--- src/hdl/dcf_ram.sv ---
// Generic single write port, single read port RAM with registered read data.
module dcf_ram #(
	parameter int WIDTH = 8,
	parameter int DEPTH = 16
) (
	input  logic                     clk,
	input  logic                     wr_en,
	input  logic [$clog2(DEPTH)-1:0] wr_addr,
	input  logic [WIDTH-1:0]         wr_data,
	input  logic                     rd_en,
	input  logic [$clog2(DEPTH)-1:0] rd_addr,
	output logic [WIDTH-1:0]         rd_data
);

	logic [WIDTH-1:0] mem_q [DEPTH];
	logic [WIDTH-1:0] rd_data_q;

	always_ff @(posedge clk) begin
		if (wr_en) begin
			mem_q[wr_addr] <= wr_data;
		end
		if (rd_en) begin
			rd_data_q <= mem_q[rd_addr];
		end
	end

	assign rd_data = rd_data_q;

endmodule

--- config.mk ---
export PLATFORM = sky130hd
export DESIGN_NAME = dcf_ram
export DESIGN_NICKNAME = d
export VERILOG_FILES = /design/src/hdl/dcf_ram.sv
export SDC_FILE = /design/constraint.sdc
export NUM_CORES = 1
export LEC_CHECK = 0
export ABC_AREA = 1
export BUFFER_PORTS_ARGS = -buffer_cell sky130_fd_sc_hd__buf_4
export CORE_ASPECT_RATIO = 2
export CORE_MARGIN = 1
export CORE_UTILIZATION = 65
export CTS_CLUSTER_SIZE = 10
export DETAILED_ROUTE_END_ITERATION = 10
export HOLD_SLACK_MARGIN = 0.05
export PLACE_DENSITY = 0.82
export SLEW_MARGIN = 25
export SYNTH_ARGS = -nofsm -noshare
export SYNTH_HDL_FRONTEND = slang
export SYNTH_SLANG_ARGS = --single-unit
--- constraint.sdc ---
create_clock -name clk -period 3.1 [get_ports clk]
set_input_delay 0.31 -clock clk [delete_from_list [all_inputs] [get_ports clk]]
set_output_delay 0.31 -clock clk [all_outputs]
set_load 0.1 [all_outputs]
==> results.md, run 1 <==
* Die height at 136 um
* GRT met3 Usage at under 10%
* Antenna violations before repair at 0
* First-pass GRT wire length at 19100 um
* Area grow syn2layout at 12.6%
* GR Util met1 at 30.5%
* Maximum buffer depth of the clock tree at 2
* Slew @ Worst Pin at 0.814 ns
* Leak pwr at 0.00283 uW
* Rel. slew slack at between 40% and 50%
* WL/cell at 18.2 um
* TritonCTS clock tree: yes
* Core ar. at ~8600 um2
* Critical Path RT at 3.27 ns
* Fin crit share at 52.5%
* Finished Cell Area at around 6600 um2
* Worst-Skew Late Latency at between 0.4 and 0.5 ns
* Clock transition at path regs at 0.05 ns
* Initial DRC count at approximately 300
* Starting density of the core at 67.6%
* Crit Path Max Fanout at 34
* Placed cell areas at 6020 um2
* Worst Path Arrival at approximately 1.8 ns
* Die width at slightly below 70 um
* Worst Setup Start Kind: input pin
* ANT nets after route at 0
* Final WS setup at 1.47 ns
* Met2 Usage GRT at 48.1%
* Dpl cells at 655
* Vias in the first global route at roughly 3800
* Synth warnings at 0
* Clk Tree Root Cell: clkbuf_16
* Vias per cell at approximately 5.6
* # setup viols final at 0
* Mapped Area at ~5800 um2
* Status: finished clean
* Drt drc at 0
* Aggregate routed wire length at between 10000 and 15000 um
* Clock sink count at 136
* Final Skew at 0.00496 ns
* Worst hold path type: in -> reg
* N_diodes at 0
* Largest area contributor in the netlist: edfxtp_1
* Detailed Place HPWL at 7640 um
* Min Tclk post-route at 1.63 ns
* Max Cap Viol at 0
* RePlAce Congestion at 0.946
* Die ar. at around 9400 um2
* Layout fillers at 537
* Synth top area cells: edfxtp_1 (70%), nand2_1 (11%), nand3_1 (8.3%)
* Area fraction of the dominant cell type after synthesis at a little over two thirds
* # port buffers at 26
* Global-route usage over all layers at 28.7%
* Pre-Repair DR Iteration Count at 5
* Synth unique cells at 11
* Dpl ws at ~1.1 ns
* Seq cells post-synth at 136
* VDD IR max at 0.620 mV
* Largest net degree at the start of global routing at 65
* Hold buffers post-CTS at 0
* Setup bufs post-CTS at 0
* Total grt overflow at 0
* Total CTS buffers at 17
* Power Density at roughly 650 nW/um2
* Layout net count at 593
* Unrepaired setup endpoints after global routing: no
* Max Slew Vio Count at 0
* IO Pins at 27
* Fin. Hold Viols at 0
* Crit path capture type: flop
* Share of cells above drive strength 1 at 9.04%
* GR peak layer: met2
* F_max at between 0.6 and 0.7 GHz
* Avg Inst Size Synth at 10.6 um2
* Most frequent cells in the layout: nand2_1 (173), edfxtp_1 (136), inv_1 (100)
* Fin cells at 686
* Post-Synthesis Cells at around 550
* # resized after CTS at 0
* Row cnt at 48
* Register area share after synthesis at 69.8%
* H-tree lvl count at 4
* CP Class: in -> reg
* Syn Nets at 570
* Setup TNS at 0 ns
* Most common cell after layout, fill and taps aside: nand2_1
* Vias at between 3000 and 4000
-- power by group --
part | switching, uW | total [uW] | internal, uW
Clock | 675 | 1910 | 1240
Sequential | 11.8 | 2090 | 2070
Combinational | 237 | 312 | 75.1
Total | 923 | 4310 | 3390
-- sequential cells by signal, summed over array words and instances, names as in the netlist --
register and count:
mem_q 128, rd_data 8
-- cell usage after synthesis --
cell type and count:
inv_1 100, nand3b_1 2, buf_6 6, buf_1 1, nand2_1 173, inv_2 2, buf_2 13, nand3_1 97
buf_4 4, nor2_1 17, edfxtp_1 136
-- worst max-delay path, cell delays in order --
cell	delay (ns)
buf_4	0.11
inv_2	0.41
buf_4	0.41
nand2_1	0.09
nand3_1	0.09
nand3_1	0.15
nand3_1	0.15
nand2_1	0.06
-- layer usage --
metal,up-vias,wire length (um)
li1,1821,-
met1,1765,4340
met2,211,6410
met3,61,891
met4,0,845
met5,-,0
-- final cells by class --
type	instances	area, um2	share of cell area [%]
Tap cell	100	125	1.90
Sequential cell	136	4080	62.0
Clock buffer	19	433	6.58
Clock inverter	12	134	2.03
Inverter	102	383	5.82
Timing Repair Buffer	28	210	3.19
Multi-Input combinational cell	289	1210	18.4
-- cell families (layout without fill, tap and decap cells) --
| logic type | Yosys count | in the layout | share of synthesized area (%) |
|---|---|---|---|
| and+or+nand+nor | 289 | 289 | 20.8 |
| DFF | 136 | 136 | 69.8 |
| buffers and inverters | 126 | 161 | 9.39 |
-- worst paths after layout --
kind | start | end | slack, ns | cells past startpoint
setup / recovery | rd_addr[0] | rd_data[0] | 1.47 | 8
setup reg to reg | mem_q[1][1] | rd_data[1] | 1.80 | 6
hold reg to reg | mem_q[14][3] | rd_data[3] | 0.77 | 6
hold / removal | rd_en | rd_data[6] | 0.20 | 1
-- stage by stage --
step / total power [uW] / util, % / hold slack (ns)
finish: 4310 / 76.1 / 0.198
global placement: 2420 / 69.6 / 0.602
CTS: 4320 / 76.1 / 0.177
detailed placement: 2430 / 69.6 / 0.608
floorplan: 2330 / - / 0.409
global route: 4410 / 76.1 / 0.191
Power figures use the tool's default switching activity.
==> inputs of run 2 (changes only) <==
--- a/config.mk
+++ b/config.mk
@@ -5,15 +5,15 @@
 export SDC_FILE = /design/constraint.sdc
 export NUM_CORES = 1
 export LEC_CHECK = 0
-export ABC_AREA = 1
+export ABC_AREA = 0
 export BUFFER_PORTS_ARGS = -buffer_cell sky130_fd_sc_hd__buf_4
 export CORE_ASPECT_RATIO = 2
 export CORE_MARGIN = 1
-export CORE_UTILIZATION = 65
+export CORE_UTILIZATION = 54
 export CTS_CLUSTER_SIZE = 10
 export DETAILED_ROUTE_END_ITERATION = 10
 export HOLD_SLACK_MARGIN = 0.05
-export PLACE_DENSITY = 0.82
+export PLACE_DENSITY = 0.72
 export SLEW_MARGIN = 25
 export SYNTH_ARGS = -nofsm -noshare
 export SYNTH_HDL_FRONTEND = slang
==> constraint.sdc (replaced) <==
create_clock -name clk -period 1.45 [get_ports clk]
set_input_delay 0.145 -clock clk [delete_from_list [all_inputs] [get_ports clk]]
set_output_delay 0.145 -clock clk [all_outputs]
set_load 0.1 [all_outputs]
==> run 2 against run 1 <==
- first-iteration DRC count shrank 40%
- clock-buffer cell count shrank 1
- total power grew 130%
- final cell count decreased by 39%
- core utilization shrank 7.1 points
- worst hold slack worse by 0.14 ns
- critical path type is now reg -> reg
- combinational power grew 98%
- routed wire length fell by 21%
- register-to-register slack worse by 1.8 ns
- highest routed layer unchanged
- flip-flop and latch count unchanged
- design area shrank 1.6%
- die area increased by 7.4%
==> results.md, run 2 <==
* Max Cap Viol at 0 (unchanged)
* Aggregate routed wire length at 9840 um (-21%)
* Rel. slew slack at 42.7% (-2.8 points)
* F_max at 0.706 GHz
* Largest family of logic cells by synthesized area: multiplexers
* Most frequent cells in the layout: edfxtp_1 (136), buf_4 (53), mux4_2 (25)
* Finished Cell Area at 6480 um2 (-1.6%)
* Crit path buf inv count at 0 (-3)
* Seq cells post-synth at 136 (unchanged)
* Adder-cell share of the synthesized area at 0% (unchanged)
* Maximum buffer depth of the clock tree at 2 (unchanged)
* Post-synth top cells: edfxtp_1 (136), mux4_2 (18), a22oi_1 (16)
* Largest area contributor in the netlist: edfxtp_1
* N_diodes at 0 (unchanged)
* Register area share after synthesis at 78.1% (+8.3 points)
* Total CTS buffers at 17 (unchanged)
* Fin. Hold Viols at 0 (unchanged)
* Unrepaired setup endpoints after global routing: yes
* Layout fillers at 589 (+9.7%)
* Power Density at 1510 nW/um2 (+130%)
* Area fraction of the dominant cell type after synthesis at 78.1% (+8.3 points)
* Worst-Skew Late Latency at 0.41 ns (about the same)
* Clock sink count at 136 (unchanged)
* Simple logic cell fraction of the synthesized area at 3.14% (-18 points)
* Synth warnings at 0 (unchanged)
* Layout net count at 320 (-46%)
* Clk Tree Root Cell: clkbuf_16
* Min Tclk post-route at 1.42 ns
* Antenna violations before repair at 0 (unchanged)
* Leak pwr at 0.00222 uW (-21%)
* Placed cell areas at 5730 um2 (-4.7%)
* Number of flip-flops in the largest register at 128 (unchanged)
* First-pass GRT wire length at 15000 um (-21%)
* Critical Path RT at 1.61 ns (-1.66 ns)
* Largest Register: mem_q
* # port buffers at 26 (unchanged)
* Final Util at 69.1% (-7.1 points)
* Delay-heaviest family, CP: multiplexers
* Worst Setup Start Kind: flop
* Crit Path Max Fanout at 1 (-97%)
* Starting density of the core at 55.7% (-12 points)
* Area grow syn2layout at 24.0%
* ANT nets after route at 0 (unchanged)
* Die ar. at 10100 um2 (+7.4%)
* Fin crit share at 97.7%
* H-tree lvl count at 4 (unchanged)
* WL/cell at 23.5 um (+29%)
* RePlAce Congestion at 0.808 (-15%)
* Total grt overflow at 0 (unchanged)
* Async set or reset register ratio after synthesis at 0% (unchanged)
* Worst hold path type: in -> reg
* Crit path capture type: flop
* # setup viols final at 0 (unchanged)
* Mapped Area at 5230 um2 (-11%)
* Worst path slowest cell: mux4_1
* Most common cell after layout, fill and taps aside: edfxtp_1
* Detailed Place HPWL at 6740 um (-12%)
* Vias per cell at 6.02 (+7.0%)
* VDD IR max at 1.26 mV (+100%)
* Vias at 2515 (-35%)
* Mux contribution to synthesized area at 14.8% (+15 points)
* Max Slew Vio Count at 0 (unchanged)
* Share of cells above drive strength 1 at 38.9% (+30 points)
* TritonCTS clock tree: yes
* Avg Inst Size Synth at 22.8 um2 (+120%)
* CP max stage delay at 0.56 ns (+0.15 ns)
* Core ar. at 9380 um2 (+8.5%)
* Post-synth EDFFs at 136 (unchanged)
* Synth Area in Compound Gates at 2.30% (+2.3 points)
* Pre-Repair DR Iteration Count at 4 (-1)
* Slew @ Worst Pin at 0.856 ns (+0.0420 ns)
* Global-route usage over all layers at 22.1% (-6.6 points)
* Post-Synthesis Cells at 229 (-58%)
* Top FF cell, synth: edfxtp_1
* Row cnt at 50 (+4.2%)
* Largest net degree at the start of global routing at 17 (-74%)
* IO Pins at 27 (unchanged)
* Clock transition at path regs at 0.06 ns (about the same)
* Most frequent cell after synthesis: edfxtp_1
* R2R Setup Slk at 0.03 ns (-1.77 ns)
* Final Skew at 0.00422 ns (-0.000744 ns)
* Vias in the first global route at 2684 (-30%)
* Status: finished clean
* Worst Path Arrival at 1.57 ns (-0.23 ns)
* Initial DRC count at 177 (-40%)
* CP Class: reg -> reg
* Synth unique cells at 18 (+7)
* Drt drc at 0 (unchanged)
* Syn Nets at 248 (-56%)
* Setup bufs post-CTS at 0 (unchanged)
* Xor/xnor share of the synthesized area at 0% (unchanged)
* Die width at 71.6 um (+3.6%)
* Die height at 141 um (+3.7%)
* Worst-path cell chain: mux4_1, a22oi_2, nand2_1
* Synth top area cells: edfxtp_1 (78%), mux4_2 (7.8%), mux4_1 (7.0%)
## run 2: cell families (layout without fill, tap and decap cells)
kind of cell / after synthesis / after routing
AND/OR/NAND/NOR: 35 / 35
buffers and inverters: 10 / 95
AO/OA/AOI/OAI: 16 / 16
multiplexers: 32 / 32
flip-flops: 136 / 136
## run 2: worst paths after layout
| kind | depth (start not counted) | end | start |
|---|---|---|---|
| setup / recovery | 3 | rd_data[0] | mem_q[5][0] |
| hold / removal | 1 | mem_q[14][7] | wr_data[7] |
| setup reg to reg | 3 | rd_data[0] | mem_q[5][0] |
| hold reg to reg | 3 | rd_data[0] | mem_q[12][0] |
## run 2: timing repair
item,4_1_cts,5_1_grt
pin swaps,0,1
gates resized for setup,4,12
setup endpoints to repair,3,7
endpoints found under the hold margin,86,0
hold buffers,7,0
## run 2: area by class of cell
type	instances	area, um2	area share, %
Tap cell	104	130	2.01
Multi-Input combinational cell	83	1080	16.7
Sequential cell	136	4080	63.0
Clock buffer	18	429	6.62
Timing Repair Buffer	63	528	8.15
Clock inverter	14	228	3.51
## run 2: stage by stage
step | hold WS (ns) | std cells | setup TNS, ns | worst slack [ns] | total power [uW]
finish | 0.0597 | 418 | 0 | 0.0335 | 9800
global route | 0.0610 | 418 | -0.00107 | -0.00107 | 10100
CTS | 0.0503 | 418 | 0 | 0.0182 | 9850
detailed placement | 0.452 | 379 | -1.04 | -0.163 | 5120
global placement | 0.446 | 379 | -0.890 | -0.141 | 5100
floorplan | 0.244 | 229 | 0 | 0.0226 | 4890
## run 2: where the power goes
part,switching (uW),internal (uW),leakage (uW)
registers,22.5,4430,0.00124
clock network,1520,3210,0.000318
logic,380,238,0.000671
## run 2: metal layers
metal / vias to the layer above / track usage, % / share of wire, %
li1: 1120 / - / -
met1: 1313 / 24.4 / 37
met2: 67 / 38.8 / 58
met3: 15 / 5.43 / 3.2
met4: 0 / 11.1 / 1.7
met5: - / 0 / 0
