--- config.mk ---
export PLATFORM = sky130hd
export DESIGN_NAME = dcf_ctrl
export DESIGN_NICKNAME = d
export VERILOG_FILES = /design/src/hdl/dcf_pkg.sv /design/src/hdl/dcf_ctrl.sv
export SDC_FILE = /design/constraint.sdc
export NUM_CORES = 1
export LEC_CHECK = 0
export BUFFER_PORTS_ARGS = -buffer_cell sky130_fd_sc_hd__buf_2
export CORE_ASPECT_RATIO = 0.7
export CORE_MARGIN = 2
export CORE_UTILIZATION = 45
export CTS_CLUSTER_SIZE = 40
export DETAILED_ROUTE_END_ITERATION = 6
export PLACE_DENSITY = 0.68
export REMOVE_ABC_BUFFERS = 1
export SYNTH_ARGS = -nofsm -noshare
export SYNTH_HDL_FRONTEND = slang
export SYNTH_SLANG_ARGS = --single-unit
--- constraint.sdc ---
create_clock -name clk -period 3.5 [get_ports clk]
set_clock_uncertainty 0.2 [all_clocks]
set_input_delay 1.05 -clock clk [delete_from_list [all_inputs] [get_ports clk]]
set_output_delay 1.05 -clock clk [all_outputs]
set_load 0.01 [all_outputs]
--- src/hdl/dcf_pkg.sv ---
// Shared constants and types of the dual consumer sensor record FIFO.
package dcf_pkg;

	localparam int DEPTH_DEFAULT = 64;

	localparam int OP_W  = 3;
	localparam int ID_W  = 16;
	localparam int VAL_W = 64;
	localparam int TS_W  = 64;
	localparam int ST_W  = 3;
	localparam int OCC_W = 7;
	localparam int BAR_W = 2;
	localparam int REC_W = ID_W + VAL_W + TS_W;

	// operation codes
	localparam logic [OP_W-1:0] OP_INSERT  = 3'd0;
	localparam logic [OP_W-1:0] OP_READ_A  = 3'd1;
	localparam logic [OP_W-1:0] OP_READ_B  = 3'd2;
	localparam logic [OP_W-1:0] OP_REMOVE  = 3'd3;
	localparam logic [OP_W-1:0] OP_BARRIER = 3'd4;
	localparam logic [OP_W-1:0] OP_QUERY   = 3'd5;

	// status codes
	localparam logic [ST_W-1:0] ST_OK         = 3'd0;
	localparam logic [ST_W-1:0] ST_FAIL       = 3'd1;
	localparam logic [ST_W-1:0] ST_BOTH_NOW   = 3'd2;
	localparam logic [ST_W-1:0] ST_OTHER_PEND = 3'd3;
	localparam logic [ST_W-1:0] ST_AGAIN_PEND = 3'd4;
	localparam logic [ST_W-1:0] ST_BOTH_DONE  = 3'd5;

	// barrier status codes
	localparam logic [BAR_W-1:0] BAR_EMPTY = 2'd0;
	localparam logic [BAR_W-1:0] BAR_CLEAR = 2'd1;
	localparam logic [BAR_W-1:0] BAR_SET   = 2'd2;

	typedef struct packed {
		logic [ST_W-1:0]  status;
		logic [OCC_W-1:0] occupancy;
		logic [BAR_W-1:0] barrier;
		logic             first_read;
	} ctrl_res_t;

endpackage

--- src/hdl/dcf_ctrl.sv ---
// Ring pointers, fill count and head marks of the FIFO, with operation decode.
module dcf_ctrl #(
	parameter int DEPTH = dcf_pkg::DEPTH_DEFAULT
) (
	input  logic                         clk,
	input  logic                         arst_n,
	input  logic                         accept,
	input  logic [dcf_pkg::OP_W-1:0]     op,
	output dcf_pkg::ctrl_res_t           res,
	output logic                         wr_en,
	output logic [$clog2(DEPTH)-1:0]     wr_addr,
	output logic                         rd_en,
	output logic [$clog2(DEPTH)-1:0]     rd_addr
);
	import dcf_pkg::*;

	localparam int PW = $clog2(DEPTH);
	localparam int CW = $clog2(DEPTH + 1);
	localparam logic [PW-1:0] LAST = PW'(DEPTH - 1);
	localparam logic [CW-1:0] FULL = CW'(DEPTH);

	logic [PW-1:0] rd_ptr_q, wr_ptr_q, rd_ptr_d, wr_ptr_d;
	logic [CW-1:0] count_q, count_d;
	logic          done_a_q, done_b_q, barrier_q;
	logic          done_a_d, done_b_d, barrier_d;
	logic          mine, other, do_write, do_read;
	logic [ST_W-1:0] status;

	always_comb begin
		rd_ptr_d  = rd_ptr_q;
		wr_ptr_d  = wr_ptr_q;
		count_d   = count_q;
		done_a_d  = done_a_q;
		done_b_d  = done_b_q;
		barrier_d = barrier_q;
		do_write  = 1'b0;
		do_read   = 1'b0;
		status    = ST_OK;
		mine      = (op == OP_READ_A) ? done_a_q : done_b_q;
		other     = (op == OP_READ_A) ? done_b_q : done_a_q;
		case (op)
			OP_INSERT: begin
				if (count_q == FULL) begin
					status = ST_FAIL;
				end else begin
					do_write = 1'b1;
					wr_ptr_d = (wr_ptr_q == LAST) ? '0 : wr_ptr_q + 1'b1;
					count_d  = count_q + 1'b1;
					if (count_q == '0) begin
						done_a_d  = 1'b0;
						done_b_d  = 1'b0;
						barrier_d = 1'b0;
					end
				end
			end
			OP_READ_A, OP_READ_B: begin
				if (count_q == '0) begin
					status = ST_FAIL;
				end else if (!mine) begin
					do_read = 1'b1;
					status  = other ? ST_BOTH_NOW : ST_OTHER_PEND;
					if (op == OP_READ_A) begin
						done_a_d = 1'b1;
					end else begin
						done_b_d = 1'b1;
					end
				end else begin
					status = other ? ST_BOTH_DONE : ST_AGAIN_PEND;
				end
			end
			OP_REMOVE: begin
				if (count_q == '0) begin
					status = ST_FAIL;
				end else begin
					rd_ptr_d  = (rd_ptr_q == LAST) ? '0 : rd_ptr_q + 1'b1;
					count_d   = count_q - 1'b1;
					done_a_d  = 1'b0;
					done_b_d  = 1'b0;
					barrier_d = 1'b0;
				end
			end
			OP_BARRIER: begin
				if (count_q == '0) begin
					status = ST_FAIL;
				end else begin
					barrier_d = 1'b1;
				end
			end
			default: begin
				status = ST_OK;
			end
		endcase
	end

	assign res.status     = status;
	assign res.occupancy  = OCC_W'(count_d);
	assign res.barrier    = (count_d == '0) ? BAR_EMPTY : (barrier_d ? BAR_SET : BAR_CLEAR);
	assign res.first_read = do_read;

	assign wr_en   = accept && do_write;
	assign wr_addr = wr_ptr_q;
	assign rd_en   = accept && do_read;
	assign rd_addr = rd_ptr_q;

	always_ff @(posedge clk or negedge arst_n) begin
		if (!arst_n) begin
			rd_ptr_q  <= '0;
			wr_ptr_q  <= '0;
			count_q   <= '0;
			done_a_q  <= 1'b0;
			done_b_q  <= 1'b0;
			barrier_q <= 1'b0;
		end else if (accept) begin
			rd_ptr_q  <= rd_ptr_d;
			wr_ptr_q  <= wr_ptr_d;
			count_q   <= count_d;
			done_a_q  <= done_a_d;
			done_b_q  <= done_b_d;
			barrier_q <= barrier_d;
		end
	end

	a_count_bound: assert property (@(posedge clk) disable iff (!arst_n)
		count_q <= FULL)
		else $error("fill count above depth");

	a_empty_marks: assert property (@(posedge clk) disable iff (!arst_n)
		(count_q == '0) |-> (!done_a_q && !done_b_q && !barrier_q))
		else $error("head marks set on an empty FIFO");

	a_no_write_full: assert property (@(posedge clk) disable iff (!arst_n)
		wr_en |-> (count_q != FULL))
		else $error("record written while full");

	a_ptr_gap: assert property (@(posedge clk) disable iff (!arst_n)
		(count_q == '0 || count_q == FULL) |-> (rd_ptr_q == wr_ptr_q))
		else $error("pointers disagree with fill count");

endmodule

==> results of run 1 <==
## metrics by stage
step | setup slack (ns) | instances
detailed placement | -0.3504 | 287
floorplan | -0.2079 | 168
finish | -0.3988 | 302
global route | -0.4569 | 302
global placement | -0.3441 | 287
CTS | -0.2749 | 298
## power by group through the flow
stage	combinational (uW)	sequential [uW]	clock (uW)
after detailed placement	805	443	0
final	1010	448	238
after global routing	1080	464	260
after global placement	787	437	0
after CTS	924	439	242
after floorplan	422	465	0
## registers in the layout, indices dropped and copies added, names as in the netlist
signal / cells
barrier_q: 1
rd_addr: 6
count_q: 7
wr_addr: 6
done_b_q: 1
done_a_q: 1
## critical path: cells and delay by family
family	cells	cell delay (ns)
compound gates	3	0.57
simple gates	2	0.51
mux	1	0.26
buf+inv	2	0.25
## how the worst max path moves through the flow
stage,from,endpoint,slack (ns),cells after the start
2_1_floorplan,op[2],res[1],-0.21,6
3_3_place_gp,op[1],res[1],-0.34,9
3_5_place_dp,op[1],res[2],-0.35,9
4_1_cts,op[1],res[1],-0.27,8
5_1_grt,op[1],res[1],-0.46,8
6_report,op[1],res[2],-0.40,8
## per-layer routing
layer / up-vias / track usage
met5: - / 0
met4: 0 / 0.04094
met3: 8 / 0.03933
met2: 78 / 0.4058
met1: 826 / 0.3413
li1: 806 / -
## cell families (layout without fill, tap and decap cells)
family          count (synthesis)  count (layout)  synth area share
simple gates                   67              67            0.2417
xor+xnor                       11              11           0.05965
flops                          22              22            0.3408
mux                            10              10           0.06739
fa+ha+maj                       4               4           0.03098
buf+inv                        15              90           0.04647
compound gates                 48              48            0.2130
## final cells by class
| type | count | area share |
|---|---|---|
| Clock inverter | 1 | 0.01244 |
| Clock buffer | 3 | 0.01710 |
| Inverter | 6 | 0.009326 |
| Sequential cell | 22 | 0.2280 |
| Timing Repair Buffer | 80 | 0.2503 |
| Multi-Input combinational cell | 140 | 0.4570 |
| Tap cell | 50 | 0.02591 |
## cell usage in the layout (no fill, tap or decap), drive strengths merged, types with 3 or more instances in the layout
master,netlist,routed
a21o,3,3
a21oi,15,15
a221oi,4,4
a31oi,3,3
and2,4,4
and3,9,9
buf,8,80
clkbuf,1,3
dfrtp,22,22
ha,4,4
inv,6,6
mux2,7,7
mux2i,3,3
nand2,18,18
nand3,6,6
nand4,5,5
nor2,6,6
nor3,6,6
o21ai,10,10
o22ai,3,3
o31ai,3,3
or3,4,4
xnor2,8,8
xor2,3,3
## what timing repair did
item                       4_1_cts  5_1_grt
hold endpoints to repair         0        0
resized for setup               26       15
setup endpoints to repair       10       12
setup buffers                    9        5
pin swaps                       14        8
==> results.md, run 1 <==
* Hold Path Depth at 1
* Final setup violation count at 9
* GRT Overall Usage at 0.2442
* Max Root-Sink Buffers at 2
* Hold Slack at just over 0.3 ns
* Reg-to-Reg End: count_q[4]
* Max Slew Vio Count at 0
* # clock sinks at 22
* Max VDD drop at 0.4620 mV
* Hold_sp: rd_addr[4]
* IO Pins at 33
* Core Util, Final at 0.6918
* Clk network pwr share at 0.140
* Hpwl dp at roughly 3200 microns
* Worst R2R Setup Slack at approximately 0.84 ns
* Drt drc at 1
* WL/cell at 16.07 microns
* Filler cells at around 260
* Clock transition at path regs at 0.09 ns
* Hold buffers post-CTS at 0
* CP max stage delay at about 0.40 ns
* Final min period at around 3.9 ns
* Initial Util at 0.4627
* Post-synthesis average cell area at 9.126 sq um
* Die Span Y at between 50 and 60 microns
* Via count at roughly 1700
* Top Layer Used: met4
* Synth Instances at around 180
* First-pass GRT wire length at roughly 7500 microns
* CP required at ~2.3 ns
* Switching pwr at around 690 uW
* Critical path endpoint category: output pin
* DRT Pass-1 Iters at 7
* Core ar. at approximately 3500 sq um
* Die width at 75.61 microns
* Core Rows at 18
* Net Sw Frac at 0.4063
* Vias in the first global route at 1557
* CTS tree: built
* Leak Pwr at about 0.0012 uW
* Placer Congestion at 1.008
* Wl on met1 at 2210 microns
* Post-synth cell types at between 40 and 50
* Full die area at just over 4000 sq um
* H-tree levels at 1
* Slew @ Worst Pin at about 0.50 ns
* Met3 WL at between 300 and 400 microns
* Multi-input logic area at approximately 1100 sq um
* Yosys top cell by area: dfrtp_1
* Area grow syn2layout at 49.50%
* #FFs+latches synth at 22
* DR iter-0 viols at 181
* Final antenna-violating net count at 0
* Synth top area share at 0.3408
* EDFF count, synth at 0
* CP max stage cell: or3_4
* Routed wire length at around 4900 microns
* Final nets at roughly 260
* Total power at 1695 uW
* Met2 Routed Length at roughly 2300 microns
* Register Area at ~550 sq um
* Area after DPL at slightly above 2000 sq um
* Hold Path Class: reg -> reg
* Normalized max-slew margin at 0.6699
* Vias per cell at around 5.7
* Hold EP: rd_addr[4]
* Share of total power in sequential cells at 0.265
* Initial antenna violation count at 0
* Sequential area share after synthesis at 0.3408
* # diodes at 0
* Cell Pwr Density at between 700 and 800 nW/um^2
* R2R cell count at 11
* Clock Root Buffer: clkbuf_8
* Setup crit start kind: input pin
* Pin count of the biggest net entering global routing at 23
* Period utilisation layout at 1.114
* Worst-skew pair later-pin latency at 0.26 ns
* Run status: finished, violations left
* Final WS setup at -0.3988 ns
* Post-Syn Area at 1615 sq um
* Crit path kind: in -> out
* Synth Flop Type: dfrtp_1
* Synth top area cells: dfrtp_1, mux2_2, a21oi_1
* Post-route cell area at about 2400 sq um
* Global route total overflow at 0
* Fraction of layout cells with a size suffix above 1 at 0.4722
* CP Cell Sequence: buf_12, or3_4, a31oi_4, a22oi_1, mux2i_1, nor3_2, a21boi_1, buf_2
* Most frequent cell after synthesis: dfrtp_1
* Fin Setup TNS at -1.966 ns
* Final Hold Fails at 0
* Asr flop ratio synth at 1.000
* Int Pwr at around 1000 uW
* CP Max Fanout at 7
* Cts bufs inserted at 3
* Worst EP arrival at 2.65 ns
* Fmax at around 260 MHz
* Worst R2R Start: count_q[0]
* RSZ-0062 raised after global routing: true
* Most frequent cells after synthesis: dfrtp_1, nand2_1, a21oi_1
* MaxCap Viol Count at 0
* Comb power frac at 0.595
* Synth Warn # at 0
* PortBufs at 32
* Failing checks: design-rule violations, negative setup slack
(Power assumes the default switching activity.)
==> run 2, diff against run 1 <==
--- a/config.mk
+++ b/config.mk
@@ -5,14 +5,15 @@
 export SDC_FILE = /design/constraint.sdc
 export NUM_CORES = 1
 export LEC_CHECK = 0
-export BUFFER_PORTS_ARGS = -buffer_cell sky130_fd_sc_hd__buf_2
 export CORE_ASPECT_RATIO = 0.7
 export CORE_MARGIN = 2
 export CORE_UTILIZATION = 45
 export CTS_CLUSTER_SIZE = 40
 export DETAILED_ROUTE_END_ITERATION = 6
-export PLACE_DENSITY = 0.68
+export DONT_BUFFER_PORTS = 1
+export PLACE_DENSITY = 0.6
 export REMOVE_ABC_BUFFERS = 1
 export SYNTH_ARGS = -nofsm -noshare
 export SYNTH_HDL_FRONTEND = slang
 export SYNTH_SLANG_ARGS = --single-unit
+export TNS_END_PERCENT = 50
==> run 2 against run 1 <==
Net effect: the flow finishes with violations (negative setup slack); largest power group unchanged; global-route usage fell by 3.6 points; combinational power fell by 26%; flip-flop and latch count did not move; largest cell class unchanged; highest routed layer unchanged; fmax rose by 5.6%; final cell count fell by 18%; power fell by 16%; clock power fell by 26%; first-iteration DRC count fell by 17%.
==> results.md, run 2 (synthesis gave the netlist of run 1 again) <==
* Max VDD drop at around 0.34 mV
* Int Pwr at slightly above 800 uW
* Via count at approximately 1500
* Clock transition at path regs at ~0.08 ns
* Period utilisation layout at 1.055
* Routed wire length at 4019 microns
* Area grow syn2layout at 22.31%
* Normalized max-slew margin at 0.7401
* Largest reg by FF count: count_q
* Run status: finished, violations left
* DRT Pass-1 Iters at 4
* Comb power frac at 0.526
* Hold Slack at 0.2770 ns
* Leak Pwr at roughly 0.00088 uW
* Core Rows at 18
* Place WS at -0.1734 ns
* Final setup violation count at 5
* CTS tree: built
* MaxCap Viol Count at 0
* Placer Congestion at about 0.88
* Die width at approximately 76 microns
* Fraction of layout cells with a size suffix above 1 at 0.3147
* Pin count of the biggest net entering global routing at 23
* PortBufs at 0
* Global route total overflow at 0
* Final min period at 3.691 ns
* Final WS setup at -0.1908 ns
* Share of total power in sequential cells at 0.350
* # diodes at 0
* Net Sw Frac at 0.4361
* Most common cell after layout, fill and taps aside: buf_4
* H-tree levels at 1
* Final Hold Fails at 0
* Max reg flops at 7
* CP required at between 2 and 2.5 ns
* Max Root-Sink Buffers at 2
* Slew @ Worst Pin at between 0.3 and 0.4 ns
* RSZ-0062 raised after global routing: true
* IO Pins at 33
* Clock Root Buffer: clkbuf_8
* Most frequent cells in the layout: buf_4, dfrtp_1, nand2_1
* Switching pwr at 623.3 uW
* Worst EP arrival at 2.44 ns
* CP Max Fanout at 13
* Worst-skew pair later-pin latency at 0.26 ns
* First-pass GRT wire length at approximately 6400 microns
* Clk network pwr share at 0.124
* Die Span Y at between 50 and 60 microns
* Vias in the first global route at between 1000 and 1500
* # clock sinks at 22
* Full die area at 4092 sq um
* Initial Util at 0.4627
* GRT Overall Usage at 0.2082
* Filler cells at between 300 and 400
* Core ar. at between 3000 and 4000 sq um
* Hpwl dp at roughly 3000 microns
* Final nets at between 200 and 250
* Hold Path Class: in -> async
* DR iter-0 viols at 150
* Vias per cell at 6.020
* Max Slew Vio Count at 0
* Initial antenna violation count at 0
* Cts bufs inserted at 3
* WL/cell at roughly 16 microns
* Cell Pwr Density at 723.4 nW/um^2
* Drt drc at 0
* Failing checks: negative setup slack
* Final antenna-violating net count at 0
* Critical path endpoint category: output pin
* Fmax at 270.9 MHz
* Crit path kind: in -> out
* Setup crit start kind: input pin
==> run 2: cell types whose count changed in the layout (fill, tap and decap cells not counted), sizes merged <==
cell / change
clkbuf: +1
buf: -55
bufinv: -1
==> run 2: critical path, stage by stage <==
cell and delay, ns:
or3_4 0.39, a31oi_4 0.30, a22oi_2 0.14, mux2i_2 0.25, nor3_4 0.08, a21boi_2 0.23
==> run 2: routing by layer <==
metal	wire [microns]	track usage
met5	0	0
met4	58	0.06433
met3	195	0.06554
met2	1871	0.3290
met1	1894	0.2735
==> run 2: area by class of cell <==
class | count | area (sq um) | area share
multi-input cells | 140 | 1085 | 0.5491
flip-flops and latches | 22 | 551.8 | 0.2793
repair buffers | 25 | 198.9 | 0.1007
well taps | 50 | 62.56 | 0.03167
clock buffers | 4 | 55.05 | 0.02787
inverters | 6 | 22.52 | 0.01140
==> run 2: power by group through the flow <==
stage,clock network (uW),registers (uW),logic [uW]
2_1_floorplan,0,465,422
3_5_place_dp,0,500,618
3_3_place_gp,0,495,609
4_1_cts,185,494,654
6_report,177,501,752
5_1_grt,196,522,812
==> run 2: through the flow <==
step	utilization	TNS (ns)	power, uW	cells	area (sq um)
after floorplan	-	-0.4124	887.0	168	1563
after global placement	0.5129	-0.2657	1104	240	1790
final	0.5660	-0.5529	1429	247	1976
after detailed placement	0.5129	-0.3461	1117	240	1790
after global routing	0.5660	-0.8495	1530	247	1976
after CTS	0.5373	-0.2608	1332	245	1876
==> run 2: path summary, 6_finish.rpt <==
check | startpoint | end | slack [ns] | cells past startpoint
worst min-delay path | arst_n | count_q[2] | 0.28 | 0
min in group clk | wr_addr[5] | wr_addr[5] | 0.36 | 1
worst max-delay path | op[2] | res[2] | -0.19 | 6
max in group asynchronous | arst_n | count_q[1] | 2.75 | 0
worst min register to register | wr_addr[5] | wr_addr[5] | 0.36 | 1
worst max register to register | count_q[1] | count_q[4] | 0.95 | 10
==> run 2: timing repair <==
action | in CTS | in global routing
pin swaps | 2 | 8
endpoints found under the setup margin | 3 | 9
gates cloned | 0 | 0
hold buffers | 0 | 0
buffers inserted | 1 | 2
gates resized for setup | 5 | 16
